$ cat src/sv/mspt_pkg.sv
// Package for the multi-slot periodic timer queue.
// Holds operation codes, arithmetic constants and the controller/datapath structs.
`timescale 1ns / 1ps
package mspt_pkg;

   // Operation codes carried in req_func
   localparam logic [1:0] FUNC_TICK  = 2'd0;
   localparam logic [1:0] FUNC_SET   = 2'd1;
   localparam logic [1:0] FUNC_KILL  = 2'd2;
   localparam logic [1:0] FUNC_CHECK = 2'd3;

   // Milliseconds per tick and its reciprocal: floor(2^22 / 55)
   localparam int          TICKS_W     = 11;
   localparam logic [5:0]  MS_PER_TICK = 6'd55;
   localparam logic [16:0] TICK_RECIP  = 17'd76260;
   localparam int          RECIP_SHIFT = 22;

   // Commands from the controller to the datapath
   typedef struct packed {
      logic accept;     // latch transaction, clear result, start counters
      logic ord_rd;     // read activation order at walk index
      logic tmr_rd;     // read timer entry of slot just fetched from order
      logic tmr_upd;    // count down or expire and reload
      logic div_step;   // first step of period / 55
      logic set_fix;    // correct quotient, write timer, append to order
      logic kord_chk;   // kill: compare and shift order entry
      logic kill_fin;   // kill: disarm slot, drop count
      logic fifo_rd;    // read queue entry at scan index
      logic fifo_chk;   // kill: void matching entry, advance scan
      logic pop;        // check: advance head, report live entry
      logic load_rsp;   // move result into the output register
   } cmd_type;

   // Status from the datapath to the controller
   typedef struct packed {
      logic [1:0] func;
      logic       slot_ok;
      logic       slot_armed;
      logic       armed_zero;
      logic       last_k;
      logic       scan_empty;
      logic       scan_last;
      logic       out_free;
   } sts_type;

endpackage

$ cat src/sv/multi_slot_periodic_timer_queue.sv
// Top level of the multi-slot periodic timer queue.
// Depends on mspt_pkg, mspt_ctrl and mspt_dpath.
//
//   Channel  Ports                                   Direction
//   request  req_valid req_stall req_func/slot/...   in
//   response rsp_valid rsp_stall rsp_event_*/...     out
//
// One transaction at a time. Tick reads and updates each armed slot in turn, set
// divides and then writes the slot, check reads and pops the ring head, and kill walks
// the order list and then scans the queued entries, all through the single-port order,
// timer and ring memories; a stalled response holds back the loading of the next result.
// Synchronous reset clears flags, pointers and counts; memories are not cleared.
// A stalled response holds; the next request is still taken meanwhile.
`timescale 1ns / 1ps
module multi_slot_periodic_timer_queue
   import mspt_pkg::*;
#(
   parameter int TIMER_SLOTS = 16,
   parameter int QUEUE_DEPTH = 64
) (
   input  logic        clock,
   input  logic        reset,
   input  logic        req_valid,
   output logic        req_stall,
   input  logic [1:0]  req_func,
   input  logic [3:0]  req_slot,
   input  logic [15:0] req_period_ms,
   output logic        rsp_valid,
   input  logic        rsp_stall,
   output logic        rsp_event_valid,
   output logic [3:0]  rsp_event_slot,
   output logic        rsp_queue_overflow,
   output logic [15:0] rsp_elapsed_ticks
);

   cmd_type cmd;
   sts_type sts;

   mspt_ctrl u_ctrl (
      .clock     (clock),
      .reset     (reset),
      .req_valid (req_valid),
      .req_stall (req_stall),
      .sts       (sts),
      .cmd       (cmd)
   );

   mspt_dpath #(
      .TIMER_SLOTS (TIMER_SLOTS),
      .QUEUE_DEPTH (QUEUE_DEPTH)
   ) u_dpath (
      .clock              (clock),
      .reset              (reset),
      .cmd                (cmd),
      .sts                (sts),
      .req_func           (req_func),
      .req_slot           (req_slot),
      .req_period_ms      (req_period_ms),
      .rsp_valid          (rsp_valid),
      .rsp_stall          (rsp_stall),
      .rsp_event_valid    (rsp_event_valid),
      .rsp_event_slot     (rsp_event_slot),
      .rsp_queue_overflow (rsp_queue_overflow),
      .rsp_elapsed_ticks  (rsp_elapsed_ticks)
   );

endmodule

$ cat src/sv/mspt_ctrl.sv
// Controller state machine for the multi-slot periodic timer queue.
// Depends on mspt_pkg; drives the datapath through cmd_type only.
`timescale 1ns / 1ps
module mspt_ctrl
   import mspt_pkg::*;
(
   input  logic    clock,
   input  logic    reset,
   input  logic    req_valid,
   output logic    req_stall,
   input  sts_type sts,
   output cmd_type cmd
);

   typedef enum logic [3:0] {
      ST_IDLE, ST_DECODE, ST_T_ORD, ST_T_TMR, ST_T_UPD, ST_S_DIV, ST_S_FIX,
      ST_K_RD, ST_K_CHK, ST_K_FIN, ST_F_RD, ST_F_CHK, ST_C_RD, ST_C_POP, ST_FINISH
   } state_type;

   state_type state_ff, state_in;

   assign req_stall = (state_ff != ST_IDLE);

   // Next state
   always_comb begin
      state_in = state_ff;
      unique case (state_ff)
         ST_IDLE:   if (req_valid) state_in = ST_DECODE;
         ST_DECODE: begin
            unique case (sts.func)
               FUNC_TICK:  state_in = sts.armed_zero ? ST_FINISH : ST_T_ORD;
               FUNC_SET:   state_in = sts.slot_ok ? ST_S_DIV : ST_FINISH;
               FUNC_KILL:  state_in = (sts.slot_ok && sts.slot_armed) ? ST_K_RD : ST_FINISH;
               FUNC_CHECK: state_in = sts.scan_empty ? ST_FINISH : ST_C_RD;
               default:    state_in = ST_FINISH;
            endcase
         end
         ST_T_ORD:  state_in = ST_T_TMR;
         ST_T_TMR:  state_in = ST_T_UPD;
         ST_T_UPD:  state_in = sts.last_k ? ST_FINISH : ST_T_ORD;
         ST_S_DIV:  state_in = ST_S_FIX;
         ST_S_FIX:  state_in = ST_FINISH;
         ST_K_RD:   state_in = ST_K_CHK;
         ST_K_CHK:  state_in = sts.last_k ? ST_K_FIN : ST_K_RD;
         ST_K_FIN:  state_in = sts.scan_empty ? ST_FINISH : ST_F_RD;
         ST_F_RD:   state_in = ST_F_CHK;
         ST_F_CHK:  state_in = sts.scan_last ? ST_FINISH : ST_F_RD;
         ST_C_RD:   state_in = ST_C_POP;
         ST_C_POP:  state_in = ST_FINISH;
         ST_FINISH: if (sts.out_free) state_in = ST_IDLE;
         default:   state_in = ST_IDLE;
      endcase
   end

   // Commands decoded from state
   always_comb begin
      cmd          = '0;
      cmd.accept   = (state_ff == ST_IDLE) && req_valid;
      cmd.ord_rd   = (state_ff == ST_T_ORD) || (state_ff == ST_K_RD);
      cmd.tmr_rd   = (state_ff == ST_T_TMR);
      cmd.tmr_upd  = (state_ff == ST_T_UPD);
      cmd.div_step = (state_ff == ST_S_DIV);
      cmd.set_fix  = (state_ff == ST_S_FIX);
      cmd.kord_chk = (state_ff == ST_K_CHK);
      cmd.kill_fin = (state_ff == ST_K_FIN);
      cmd.fifo_rd  = (state_ff == ST_F_RD) || (state_ff == ST_C_RD);
      cmd.fifo_chk = (state_ff == ST_F_CHK);
      cmd.pop      = (state_ff == ST_C_POP);
      cmd.load_rsp = (state_ff == ST_FINISH) && sts.out_free;
   end

   // State register
   always_ff @(posedge clock) begin
      if (reset) begin
         state_ff <= ST_IDLE;
      end else begin
         state_ff <= state_in;
      end
   end

endmodule

$ cat src/sv/mspt_dpath.sv
// Datapath for the multi-slot periodic timer queue: slot bank, order list,
// event ring, tick count and response register. Depends on mspt_pkg.
`timescale 1ns / 1ps
module mspt_dpath
   import mspt_pkg::*;
#(
   parameter int TIMER_SLOTS = 16,
   parameter int QUEUE_DEPTH = 64
) (
   input  logic        clock,
   input  logic        reset,
   input  cmd_type     cmd,
   output sts_type     sts,
   input  logic [1:0]  req_func,
   input  logic [3:0]  req_slot,
   input  logic [15:0] req_period_ms,
   output logic        rsp_valid,
   input  logic        rsp_stall,
   output logic        rsp_event_valid,
   output logic [3:0]  rsp_event_slot,
   output logic        rsp_queue_overflow,
   output logic [15:0] rsp_elapsed_ticks
);

   localparam int SW = (TIMER_SLOTS > 1) ? $clog2(TIMER_SLOTS) : 1;
   localparam int CW = $clog2(TIMER_SLOTS + 1);
   localparam int QW = $clog2(QUEUE_DEPTH);
   localparam int TW = 2 * TICKS_W;

   function automatic logic [QW-1:0] ring_next(input logic [QW-1:0] p);
      logic [QW-1:0] n;
      n = (32'(p) == QUEUE_DEPTH - 1) ? '0 : p + 1'b1;
      return n;
   endfunction

   // Latched transaction
   logic [1:0]  func_ff;
   logic [3:0]  slot_ff;
   logic [15:0] ms_ff;
   logic [SW-1:0] sidx;
   logic        slot_ok;

   // Control state
   logic [15:0]          ticks_ff;
   logic [TIMER_SLOTS-1:0] armed_ff, pending_ff;
   logic [CW-1:0]        count_ff, k_ff;
   logic                 found_ff;
   logic [QW-1:0]        head_ff, tail_ff, i_ff;
   logic [SW-1:0]        cur_ff;

   // Memories and their read registers
   logic [SW-1:0]  ord_mem [TIMER_SLOTS];
   logic [TW-1:0]  tmr_mem [TIMER_SLOTS];
   logic [4:0]     fifo_mem [QUEUE_DEPTH];
   logic [SW-1:0]  ord_q_ff;
   logic [TW-1:0]  tmr_q_ff;
   logic [4:0]     fifo_q_ff;

   // Divide and result
   logic [TICKS_W-1:0] q0_ff;
   logic [32:0]        prod;
   logic [16:0]        rem;
   logic [TICKS_W-1:0] quot;
   logic               res_valid_ff, res_ovf_ff;
   logic [3:0]         res_slot_ff;
   logic               rsp_valid_ff;

   // Tick update terms
   logic [TICKS_W-1:0] cd, rl;
   logic [QW-1:0]      nt;
   logic               q_write, q_drop;
   logic [SW-1:0]      es_idx;
   logic               es_ok;

   assign sidx    = SW'(slot_ff);
   assign slot_ok = (32'(slot_ff) < TIMER_SLOTS);
   assign cd      = tmr_q_ff[TICKS_W-1:0];
   assign rl      = tmr_q_ff[TW-1:TICKS_W];
   assign nt      = ring_next(tail_ff);
   assign q_write = (cd == '0) && !pending_ff[cur_ff] && (nt != head_ff);
   assign q_drop  = (cd == '0) && !pending_ff[cur_ff] && (nt == head_ff);
   assign es_idx  = SW'(fifo_q_ff[3:0]);
   assign es_ok   = (32'(fifo_q_ff[3:0]) < TIMER_SLOTS);

   // period / 55: reciprocal product then one correction step
   assign prod = 33'(ms_ff) * 33'(TICK_RECIP);
   assign rem  = 17'(ms_ff) - 17'(q0_ff) * 17'(MS_PER_TICK);
   assign quot = (rem >= 17'(MS_PER_TICK)) ? q0_ff + 1'b1 : q0_ff;

   // Status
   assign sts.func       = func_ff;
   assign sts.slot_ok    = slot_ok;
   assign sts.slot_armed = armed_ff[sidx];
   assign sts.armed_zero = (count_ff == '0);
   assign sts.last_k     = (k_ff + 1'b1 == count_ff);
   assign sts.scan_empty = (i_ff == tail_ff);
   assign sts.scan_last  = (ring_next(i_ff) == tail_ff);
   assign sts.out_free   = !rsp_valid_ff || !rsp_stall;

   // Transaction latch, counters and flags
   always_ff @(posedge clock) begin
      if (reset) begin
         ticks_ff     <= '0;
         armed_ff     <= '0;
         pending_ff   <= '0;
         count_ff     <= '0;
         head_ff      <= '0;
         tail_ff      <= '0;
         rsp_valid_ff <= 1'b0;
      end else begin
         if (cmd.accept && req_func == FUNC_TICK) ticks_ff <= ticks_ff + 1'b1;
         if (cmd.tmr_upd && q_write) begin
            tail_ff             <= nt;
            pending_ff[cur_ff]  <= 1'b1;
         end
         if (cmd.set_fix && !armed_ff[sidx]) begin
            armed_ff[sidx] <= 1'b1;
            if (32'(count_ff) < TIMER_SLOTS) count_ff <= count_ff + 1'b1;
         end
         if (cmd.kill_fin) begin
            armed_ff[sidx]   <= 1'b0;
            pending_ff[sidx] <= 1'b0;
            if (found_ff) count_ff <= count_ff - 1'b1;
         end
         if (cmd.pop) begin
            head_ff <= ring_next(head_ff);
            if (fifo_q_ff[4] && es_ok) pending_ff[es_idx] <= 1'b0;
         end
         if (cmd.load_rsp) rsp_valid_ff <= 1'b1;
         else if (!rsp_stall) rsp_valid_ff <= 1'b0;
      end
   end

   // Payload registers
   always_ff @(posedge clock) begin
      if (cmd.accept) begin
         func_ff      <= req_func;
         slot_ff      <= req_slot;
         ms_ff        <= req_period_ms;
         k_ff         <= '0;
         found_ff     <= 1'b0;
         i_ff         <= head_ff;
         res_valid_ff <= 1'b0;
         res_slot_ff  <= '0;
         res_ovf_ff   <= 1'b0;
      end
      if (cmd.tmr_rd) cur_ff <= ord_q_ff;
      if (cmd.tmr_upd) begin
         k_ff <= k_ff + 1'b1;
         if (q_drop) res_ovf_ff <= 1'b1;
      end
      if (cmd.kord_chk) begin
         k_ff <= k_ff + 1'b1;
         if (ord_q_ff == sidx) found_ff <= 1'b1;
      end
      if (cmd.fifo_chk) i_ff <= ring_next(i_ff);
      if (cmd.div_step) q0_ff <= prod[RECIP_SHIFT +: TICKS_W];
      if (cmd.pop && fifo_q_ff[4]) begin
         res_valid_ff <= 1'b1;
         res_slot_ff  <= fifo_q_ff[3:0];
      end
      if (cmd.load_rsp) begin
         rsp_event_valid    <= res_valid_ff;
         rsp_event_slot     <= res_slot_ff;
         rsp_queue_overflow <= res_ovf_ff;
         rsp_elapsed_ticks  <= ticks_ff;
      end
   end

   // Activation order memory
   always_ff @(posedge clock) begin
      if (cmd.ord_rd) ord_q_ff <= ord_mem[k_ff[SW-1:0]];
      if (cmd.set_fix && !armed_ff[sidx] && 32'(count_ff) < TIMER_SLOTS) begin
         ord_mem[count_ff[SW-1:0]] <= sidx;
      end else if (cmd.kord_chk && found_ff) begin
         ord_mem[SW'(k_ff - 1'b1)] <= ord_q_ff;
      end
   end

   // Timer memory: reload in the upper half, countdown in the lower
   always_ff @(posedge clock) begin
      if (cmd.tmr_rd) tmr_q_ff <= tmr_mem[ord_q_ff];
      if (cmd.set_fix) begin
         tmr_mem[sidx] <= {quot, quot};
      end else if (cmd.tmr_upd) begin
         tmr_mem[cur_ff] <= (cd == '0) ? {rl, rl} : {rl, cd - 1'b1};
      end
   end

   // Event ring memory
   always_ff @(posedge clock) begin
      if (cmd.fifo_rd) fifo_q_ff <= fifo_mem[i_ff];
      if (cmd.tmr_upd && q_write) begin
         fifo_mem[tail_ff] <= {1'b1, 4'(cur_ff)};
      end else if (cmd.fifo_chk && fifo_q_ff[4] && fifo_q_ff[3:0] == slot_ff) begin
         fifo_mem[i_ff] <= '0;
      end
   end

   assign rsp_valid = rsp_valid_ff;

endmodule

$ cat config.mk
export PLATFORM = sky130hd
export DESIGN_NAME = multi_slot_periodic_timer_queue
export DESIGN_NICKNAME = d
export VERILOG_FILES = /design/src/sv/mspt_pkg.sv /design/src/sv/multi_slot_periodic_timer_queue.sv /design/src/sv/mspt_ctrl.sv /design/src/sv/mspt_dpath.sv
export SDC_FILE = /design/constraint.sdc
export NUM_CORES = 1
export LEC_CHECK = 0
export ABC_AREA = 1
export BUFFER_PORTS_ARGS = -buffer_cell sky130_fd_sc_hd__buf_2
export CAP_MARGIN = 15
export CORE_UTILIZATION = 33
export CTS_CLUSTER_DIAMETER = 50
export DETAILED_ROUTE_END_ITERATION = 8
export MAX_ROUTING_LAYER = met4
export PLACE_DENSITY = 0.59
export SLEW_MARGIN = 20
export SYNTH_ARGS = -nofsm -noshare
export SYNTH_HDL_FRONTEND = slang
export SYNTH_SLANG_ARGS = --single-unit
export TNS_END_PERCENT = 5
$ cat constraint.sdc
create_clock -name clock -period 5.5 [get_ports clock]
set_input_delay 1.1 -clock clock [delete_from_list [all_inputs] [get_ports clock]]
set_output_delay 1.1 -clock clock [all_outputs]
set_load 0.005 [all_outputs]
==> results.env, run 1 <==
NETLIST_INSTANCES=3934
NUMCTSBUFFERS=104
ROWS=134
MAXCAPVIOLATIONS=0
FINAL_LAYOUT_SIZE_SUFFIX_GT1_FRAC=0.09144
SYN_TO_FINAL_GROWTH_PCT=13.43
CLK_PATH_BUF_DEPTH=3
DRT-VIAS-PER-INSTANCE=5.024
PLACE.GP.CONGESTION=0.8916
POST_SYNTH.CELL_AREA_AVG_UM2=11.32
CRIT_REQUIRED_NS=5.95
CORE_REGION_AREA_UM2=133600
SETUP.REG_TO_REG.WORST_SLACK_NS=0.27
REPORT.FINAL.SETUP_VIOL=0
CLOCK_LATENCY_NS=0.73
COUNT_OF_STATE_ELEMENTS_AFTER_SYNTHESIS=914
SYNTH-SEQ-AREA-SHARE=0.5999
GRT_SETUP_UNREPAIRED='true'
DESIGN.DIE.AREA_UM2=136400
YS.WARNINGS.COUNT=0
WORSTSETUPSTARTPOINT='u_dpath.q0_ff[7]$_DFFE_PP_'
CRIT_PATH_TOP_DELAY_CELL='sky130_fd_sc_hd__fa_1'
VIA_COUNT=29380
TIMING.FMAX_MHz=191.4
FILLERS=12810
POSTROUTEWIRELENGTH_UM=109500
SYNTH.MOST_COMMON_CELL='sky130_fd_sc_hd__edfxtp_1'
HOLD_VIOL=0
DRT_FIRST_ITER_VIOLATIONS=2558
START_TO_END_TYPE_OF_THE_WORST_SETUP_PATH='reg -> reg'
GLOBAL_ROUTE_WIRE_LENGTH_BEFORE_REPAIR_UM=170500
FIRST_GLOBAL_VIAS=28610
VIOLATIONS_IN_THE_FINAL_REPORTS='DRC'
TRITONCTS='done'
CRITPATHMAXSTAGEDELAY_NS=0.59
WORSTSETUPENDPOINTTYPE='register'
POSTLAYOUTCELLAREA_UM2=50520
NUMBER_OF_SYNTHESIZED_FLOPS_WITH_AN_ENABLE_PIN=841
YS_TOP_CELLS_BY_AREA='sky130_fd_sc_hd__edfxtp_1 57%, sky130_fd_sc_hd__ha_1 5.1%, sky130_fd_sc_hd__fa_1 5.0%, sky130_fd_sc_hd__nor2_1 4.6%, sky130_fd_sc_hd__o21ai_0 4.2%'
PLACE_AREA_UM2=46920
NUMPORTBUFFERS=49
DRT-WIRELENGTH-PER-CELL_UM=18.72
SYNTH_FF_TYPE='sky130_fd_sc_hd__edfxtp_1'
START_UTIL=0.3333
CTS-HTREE-LEVELS=3
DPL.HPWL_UM=67920
YS_ASYNC_SR_FRACTION=0
CTS.REPORTEDPATHS.CLKPINSLEW_NS=0.06
FINAL-SEQ-AREA_UM2=26720
MULTI_INPUT_COMB_AREA_UM2=15710
DESIGN.FINAL.NETS=4311
YOSYSUNIQUECELLTYPES=59
PIN_COUNT_OF_THE_BIGGEST_NET_ENTERING_GLOBAL_ROUTING=180
WORSTMARGINPINSLEW_NS=1.150
DETAIL_ROUTE.DRC_VIOLATIONS=14
TIMING_MAX_TRANSITION_VIOLATIONS_FINAL=0
PROPORTION_OF_NETLIST_AREA_HELD_BY_THE_LARGEST_AREA_CONTRIBUTOR=0.5670
PART_OF_THE_CYCLE_THE_WORST_PATH_NEEDS=0.9501
DETAILEDROUTE.FIRSTPASSITERATIONCOUNT=7
FINAL.MIN_CLOCK_PERIOD_NS=5.225
GRT_ANTENNA_BEFORE_REPAIR=3
STARTPOINT_CLASS='register'
SYNTH.CELLS.MOST_FREQUENT='841 x sky130_fd_sc_hd__edfxtp_1, 551 x sky130_fd_sc_hd__nor2_1, 436 x sky130_fd_sc_hd__inv_1'
CRITICAL_PATH.CELL_CHAIN='fa_1 > inv_1 > fa_1 > fa_1 > inv_1 > fa_1 > inv_1 > ha_1 > nand2_1 > inv_1 > a21oi_2 > nand3_1 > nand2_1 > nand2_1 > nor2_1 > nand3_1 > nor2_1 > nand2_1 > buf_12 > nand2_1 > nand2_1 > nand3_1 > nand2_1 > buf_4'
DIE_H_UM=369.4
WORST_PATH_MOST_REPEATED_CELL='sky130_fd_sc_hd__nand2_1'
GRT_OVERFLOW_TOTAL=0
FINAL.SETUP_SKEW_NS=0.03294
STATUS='complete, but fails checks'
SYNTH.CELL_AREA_UM2=44540
SLEW_HEADROOM=0.2318
CP_DATA_ARRIVAL_TIME_NS=5.68
WORST_HOLD_PATH_TYPE='reg -> reg'
STARTPOINT_OF_THE_WORST_SLACK_REG_TO_REG_TIMING_PATH='u_dpath.q0_ff[7]$_DFFE_PP_'
CRITICAL_PATH.MAX_FANOUT=22
DIE-WIDTH_UM=369.4
HOLDBUFCOUNTCTS=0
NUMBER_OF_SINKS_HANDLED_BY_CLOCK_TREE_SYNTHESIS=914
WORST_HOLD_STARTPOINT='u_dpath.res_slot_ff[3]$_SDFFCE_PN0P_'
CTS_ROOT_BUF='sky130_fd_sc_hd__clkbuf_16'
NUM_IO_PINS=50
NET_COUNT_OF_THE_MAPPED_NETLIST=4254
FINAL_ANTENNA_NET_COUNT=0
POST-SYNTH-TOP-AREA-CELL='sky130_fd_sc_hd__edfxtp_1'
GRT_UTIL_ALL_LAYERS=0.1648
==> metal layers <==
| layer | share of wire | wire length, um | global-route usage | vias to the layer above |
|---|---|---|---|---|
| met5 | 0 | 0 | - | - |
| met4 | 0.019 | 2084 | 0.03870 | 0 |
| met3 | 0.059 | 6434 | 0.02708 | 163 |
| met2 | 0.47 | 51720 | 0.2615 | 834 |
| met1 | 0.45 | 49240 | 0.2203 | 14360 |
| li1 | - | - | - | 14030 |
==> per-stage QoR <==
| step | utilization | instances | setup slack, ns | hold slack (ns) | setup TNS [ns] |
|---|---|---|---|---|---|
| 2_1_floorplan | - | 3934 | 0.3852 | 0.4003 | 0 |
| 5_1_grt | 0.3780 | 5848 | -0.03303 | 0.4252 | -2.807 |
| 4_1_cts | 0.3766 | 5835 | 0.07090 | 0.4185 | 0 |
| 3_5_place_dp | 0.3511 | 5641 | 0.07587 | 0.4054 | 0 |
| 3_3_place_gp | 0.3511 | 5641 | 0.1089 | 0.4070 | 0 |
| 6_report | 0.3781 | 5849 | 0.2745 | 0.4167 | 0 |
==> registers in the layout, indices dropped and copies added (netlist names), 5 cells and up, named ones only <==
signal / count
u_dpath.tmr_mem: 352
u_dpath.fifo_mem: 320
u_dpath.ord_mem: 64
u_dpath.tmr_q_ff: 22
u_dpath.ms_ff: 16
u_dpath.pending_ff: 16
u_dpath.rsp_elapsed_ticks: 16
u_dpath.ticks_ff: 16
u_dpath.q0_ff: 11
u_dpath.head_ff: 6
u_dpath.i_ff: 6
u_dpath.tail_ff: 6
u_dpath.count_ff: 5
u_dpath.fifo_q_ff: 5
u_dpath.k_ff: 5
==> cell type report <==
cell class              instances  area share
diodes                          2  0.00009907
multi-input cells            2408      0.3109
clock inverters                70     0.01397
flip-flops and latches        914      0.5288
repair buffers                114     0.01550
well taps                    1768     0.04379
inverters                     449     0.03353
clock buffers                 124     0.05340
==> final timing paths <==
check                                                            to  cells after the start
worst max register to register     u_dpath.tmr_mem[4][19]$_DFFE_PP_                     24
worst min-delay path            u_dpath.rsp_event_slot[3]$_DFFE_PP_                      0
worst min register to register  u_dpath.rsp_event_slot[3]$_DFFE_PP_                      0
worst max-delay path               u_dpath.tmr_mem[4][19]$_DFFE_PP_                     24
==> critical path, delay by kind of cell (launching register included) <==
family	cells	cell delay [ns]
fa+ha+maj	5	2.45
compound gates	1	0.19
simple gates	12	1.20
buf+inv	6	0.59
flops	1	0.54
==> repair_timing <==
action,4_1_cts,5_1_grt
endpoints found under the setup margin,0,328
setup buffers,0,11
resized for setup,0,29
hold endpoints to repair,0,0
==> layout by cell type, fill, tap and decap left out, drive strengths merged, types with 3 or more instances in the layout <==
master and instances:
a211oi 3, a21boi 15, a21oi 110, a221oi 3
a31oi 7, buf 114, bufinv 8, clkbuf 124
clkinv 50, clkinvlp 6, dfxtp 73, edfxtp 841
fa 112, ha 182, inv 455, mux2i 75
nand2 415, nand3 167, nand4 35, nor2 560
nor3 24, nor4 7, o211ai 30, o21ai 385
o221ai 118, o22ai 74, o31ai 3, o32ai 13
or2 3, xnor2 14, xor2 36
==> logic make-up (layout without fill, tap and decap cells) <==
kind of cell    after synthesis  in the layout  share of synthesized area
other cells                   0              2                          0
flops                       914            914                     0.5999
buf+inv                     612            757                    0.05245
xor+xnor                     50             50                   0.009833
compound gates              772            772                     0.1050
simple gates               1217           1217                     0.1145
fa+ha+maj                   294            294                     0.1015
mux                          75             75                    0.01686
Power of run 1 is left out: the tool's default activity adds up to more than one toggle a clock period on the data nets, which glitch-free logic cannot reach.
==> run 2: changes to the inputs <==
Settings changed: CORE_UTILIZATION 33 to 40, PLACE_DENSITY 0.59 to 0.67.
==> results.env, run 2 (synthesis results as in run 1) <==
NUMPORTBUFFERS=49  # unchanged
DPL.CELL_COUNT=5361  # was 5,641
FINAL.SETUP_SKEW_NS=0.05383  # was 0.03294 ns
NUMBER_OF_SINKS_HANDLED_BY_CLOCK_TREE_SYNTHESIS=914  # unchanged
DETAILEDROUTE.FIRSTPASSITERATIONCOUNT=6  # was 7
DRT-WIRELENGTH-PER-CELL_UM=19.16  # was 18.72 um
WHS_PATH_DEPTH=0  # unchanged
CTS.REPORTEDPATHS.CLKPINSLEW_NS=0.06  # about the same
PLACE_AREA_UM2=46560  # was 46,920 um2
REG.LARGEST.LIST='u_dpath.tmr_mem x352, u_dpath.fifo_mem x320, u_dpath.ord_mem x64'  # unchanged
DRT-VIAS-PER-INSTANCE=5.298  # was 5.024
TRITONCTS='done'  # unchanged
DESIGN.FINAL.NETS=4301  # was 4,311
CRITICAL_PATH.CELL_CHAIN='buf_4 > fa_1 > fa_1 > inv_1 > fa_1 > inv_1 > fa_1 > fa_1 > ha_1 > ha_1 > nand2_1 > nor3_1 > nand2_1 > nand2_1 > nand2_1 > nand2_1 > nand2_1 > nand2_1 > xor2_1'  # was fa_1 > inv_1 > fa_1 > fa_1 > inv_1 > fa_1 > inv_1 > ha_1 > nand2_1 > inv_1 > a21oi_2 > nand3_1 > nand2_1 > nand2_1 > nor2_1 > nand3_1 > nor2_1 > nand2_1 > buf_12 > nand2_1 > nand2_1 > nand3_1 > nand2_1 > buf_4
NUMCTSBUFFERS=97  # was 104
DIE-WIDTH_UM=335.7  # was 369.4 um
SETUP.REG_TO_REG.WORST_SLACK_NS=0.31  # was 0.27 ns
WORST_R2R_PATH_DEPTH=19  # was 24
CRITPATHMAXSTAGEDELAY_NS=0.55  # was 0.59 ns
START_TO_END_TYPE_OF_THE_WORST_SETUP_PATH='reg -> reg'  # unchanged
SYN_TO_FINAL_GROWTH_PCT=12.12  # was 13.43%
VIA_COUNT=29390  # was 29,380
NUM_IO_PINS=50  # unchanged
CP_DATA_ARRIVAL_TIME_NS=5.69  # was 5.68 ns
CLK_PATH_BUF_DEPTH=3  # unchanged
TIMING.RR.END='u_dpath.q0_ff[5]$_DFFE_PP_'  # was u_dpath.tmr_mem[4][19]$_DFFE_PP_
CORE_REGION_AREA_UM2=110500  # was 133,600 um2
CRITPATHTOPFAMILY='adder cells'  # unchanged
CRIT_BUF_INV=3  # was 6
STATUS='complete, no violations'  # was complete, but fails checks
CRIT_PATH_TOP_DELAY_CELL='sky130_fd_sc_hd__fa_1'  # unchanged
STARTPOINT_CLASS='register'  # unchanged
GRT_UTIL_ALL_LAYERS=0.1949  # was 0.1648
CLOCK_LATENCY_NS=0.69  # was 0.73 ns
DETAIL_ROUTE.DRC_VIOLATIONS=0  # was 14
CRITICAL_PATH_DEPTH=19  # was 24
CRIT_REQUIRED_NS=6.00  # was 5.95 ns
GRT_ANTENNA_BEFORE_REPAIR=4  # was 3
HOLD_END='u_dpath.rsp_elapsed_ticks[15]$_DFFE_PP_'  # was u_dpath.rsp_event_slot[3]$_DFFE_PP_
POSTROUTEWIRELENGTH_UM=106300  # was 109,500 um
GRT_OVERFLOW_TOTAL=0  # unchanged
FILLERS=10020  # was 12,810
FINAL_LAYOUT_SIZE_SUFFIX_GT1_FRAC=0.08943  # was 0.09144
FINAL-SEQ-AREA_UM2=26720  # unchanged
CRITICAL_PATH.MAX_FANOUT=5  # was 22
DPL.HPWL_UM=65650  # was 67,920 um
DRT_FIRST_ITER_VIOLATIONS=2728  # was 2,558
SLEW_HEADROOM=0.2558  # was 0.2318
START_UTIL=0.4030  # was 0.3333
WORSTMARGINPINSLEW_NS=1.114  # was 1.150 ns
PLACE.GP.CONGESTION=0.8860  # was 0.8916
WORST_HOLD_PATH_TYPE='reg -> reg'  # unchanged
LAYOUT.CELLS.MOST_COMMON_LIST='841 x sky130_fd_sc_hd__edfxtp_1, 530 x sky130_fd_sc_hd__nor2_1, 431 x sky130_fd_sc_hd__inv_1'  # was 841 x sky130_fd_sc_hd__edfxtp_1, 529 x sky130_fd_sc_hd__nor2_1, 429 x sky130_fd_sc_hd__inv_1
HOLD_VIOL=0  # unchanged
CTS-HTREE-LEVELS=3  # unchanged
REPORT.FINAL.SETUP_VIOL=0  # unchanged
HOLDBUFCOUNTCTS=0  # unchanged
MAXCAPVIOLATIONS=0  # unchanged
POSTLAYOUTCELLAREA_UM2=49930  # was 50,520 um2
DIE_H_UM=335.7  # was 369.4 um
LAYOUT.CELLS.MOST_COMMON='sky130_fd_sc_hd__edfxtp_1'  # unchanged
PART_OF_THE_CYCLE_THE_WORST_PATH_NEEDS=0.9438  # was 0.9501
WORST_HOLD_STARTPOINT='u_dpath.ticks_ff[15]$_SDFFE_PP0P_'  # was u_dpath.res_slot_ff[3]$_SDFFCE_PN0P_
ROWS=122  # was 134
TIMING_MAX_TRANSITION_VIOLATIONS_FINAL=0  # unchanged
FINAL_UTIL=0.4518  # was 0.3781
STARTPOINT_OF_THE_WORST_SLACK_REG_TO_REG_TIMING_PATH='u_dpath.ms_ff[9]$_DFFE_PP_'  # was u_dpath.q0_ff[7]$_DFFE_PP_
FINAL.MIN_CLOCK_PERIOD_NS=5.191  # was 5.225 ns
PIN_COUNT_OF_THE_BIGGEST_NET_ENTERING_GLOBAL_ROUTING=180  # unchanged
WORST_PATH_MOST_REPEATED_CELL='sky130_fd_sc_hd__nand2_1'  # unchanged
LARGEST_REG_BY_FF_COUNT='u_dpath.tmr_mem'  # unchanged
DESIGN.DIE.AREA_UM2=112700  # was 136,400 um2
PLACE_WORST_SETUP_SLACK_NS=0.02674  # was 0.07587 ns
FIRST_GLOBAL_VIAS=28750  # was 28,610
TIMING.FMAX_MHz=192.7  # was 191.4 MHz
FINAL_ANTENNA_NET_COUNT=0  # unchanged
GLOBAL_ROUTE_WIRE_LENGTH_BEFORE_REPAIR_UM=166400  # was 170,500 um
TIMING.FINAL.WS_SETUP_NS=0.3093  # was 0.2745 ns
MULTI_INPUT_COMB_AREA_UM2=15780  # was 15,710 um2
WORSTSETUPENDPOINTTYPE='register'  # unchanged
POST_LAYOUT_NONFILLER_INSTANCES=5548  # was 5,849
CTS_ROOT_BUF='sky130_fd_sc_hd__clkbuf_16'  # unchanged
LARGEST_REG_FLOPS=352  # unchanged
## run 2: cell types whose count changed in the layout (fill, tap and decap cells not counted), sizes merged
cell / change
clkbuf: -9
inv: -6
buf: -3
clkinv: -3
clkinvlp: +1
diode: -1
## run 2: area by class of cell
cell class              count  share of cell area
flip-flops and latches    914              0.5350
multi-input cells        2408              0.3159
clock buffers             115             0.05059
well taps                1488             0.03728
inverters                 449             0.03393
repair buffers            111             0.01498
clock inverters            62             0.01220
diodes                      1          0.00005011
## run 2: timing repair
item,CTS,global route
hold endpoints to repair,0,0
pin swaps,0,1
buffers inserted,0,9
setup endpoints to repair,48,353
resized for setup,3,40
## run 2: worst max path at each step
stage                               startpoint                           endpoint
floorplan           u_dpath.q0_ff[8]$_DFFE_PP_    u_dpath.tmr_mem[0][0]$_DFFE_PP_
global placement    u_dpath.q0_ff[4]$_DFFE_PP_   u_dpath.tmr_mem[7][10]$_DFFE_PP_
detailed placement  u_dpath.q0_ff[7]$_DFFE_PP_   u_dpath.tmr_mem[6][10]$_DFFE_PP_
CTS                 u_dpath.q0_ff[4]$_DFFE_PP_  u_dpath.tmr_mem[11][21]$_DFFE_PP_
global route        u_dpath.q0_ff[6]$_DFFE_PP_   u_dpath.tmr_mem[1][19]$_DFFE_PP_
finish              u_dpath.ms_ff[9]$_DFFE_PP_         u_dpath.q0_ff[5]$_DFFE_PP_
## run 2: routing by layer
| metal | global-route usage | share of wire |
|---|---|---|
| met4 | 0.05207 | 0.025 |
| met5 | - | 0 |
| met1 | 0.2597 | 0.44 |
| met2 | 0.3111 | 0.47 |
| met3 | 0.02841 | 0.066 |
## run 2: metrics by stage
step | hold slack (ns) | TNS, ns
5_1_grt | 0.4435 | -1.404
3_3_place_gp | 0.4064 | 0
4_1_cts | 0.4314 | -0.04201
2_1_floorplan | 0.4003 | 0
3_5_place_dp | 0.4147 | 0
6_report | 0.4292 | 0
Power of run 2 is left out for the same reason.
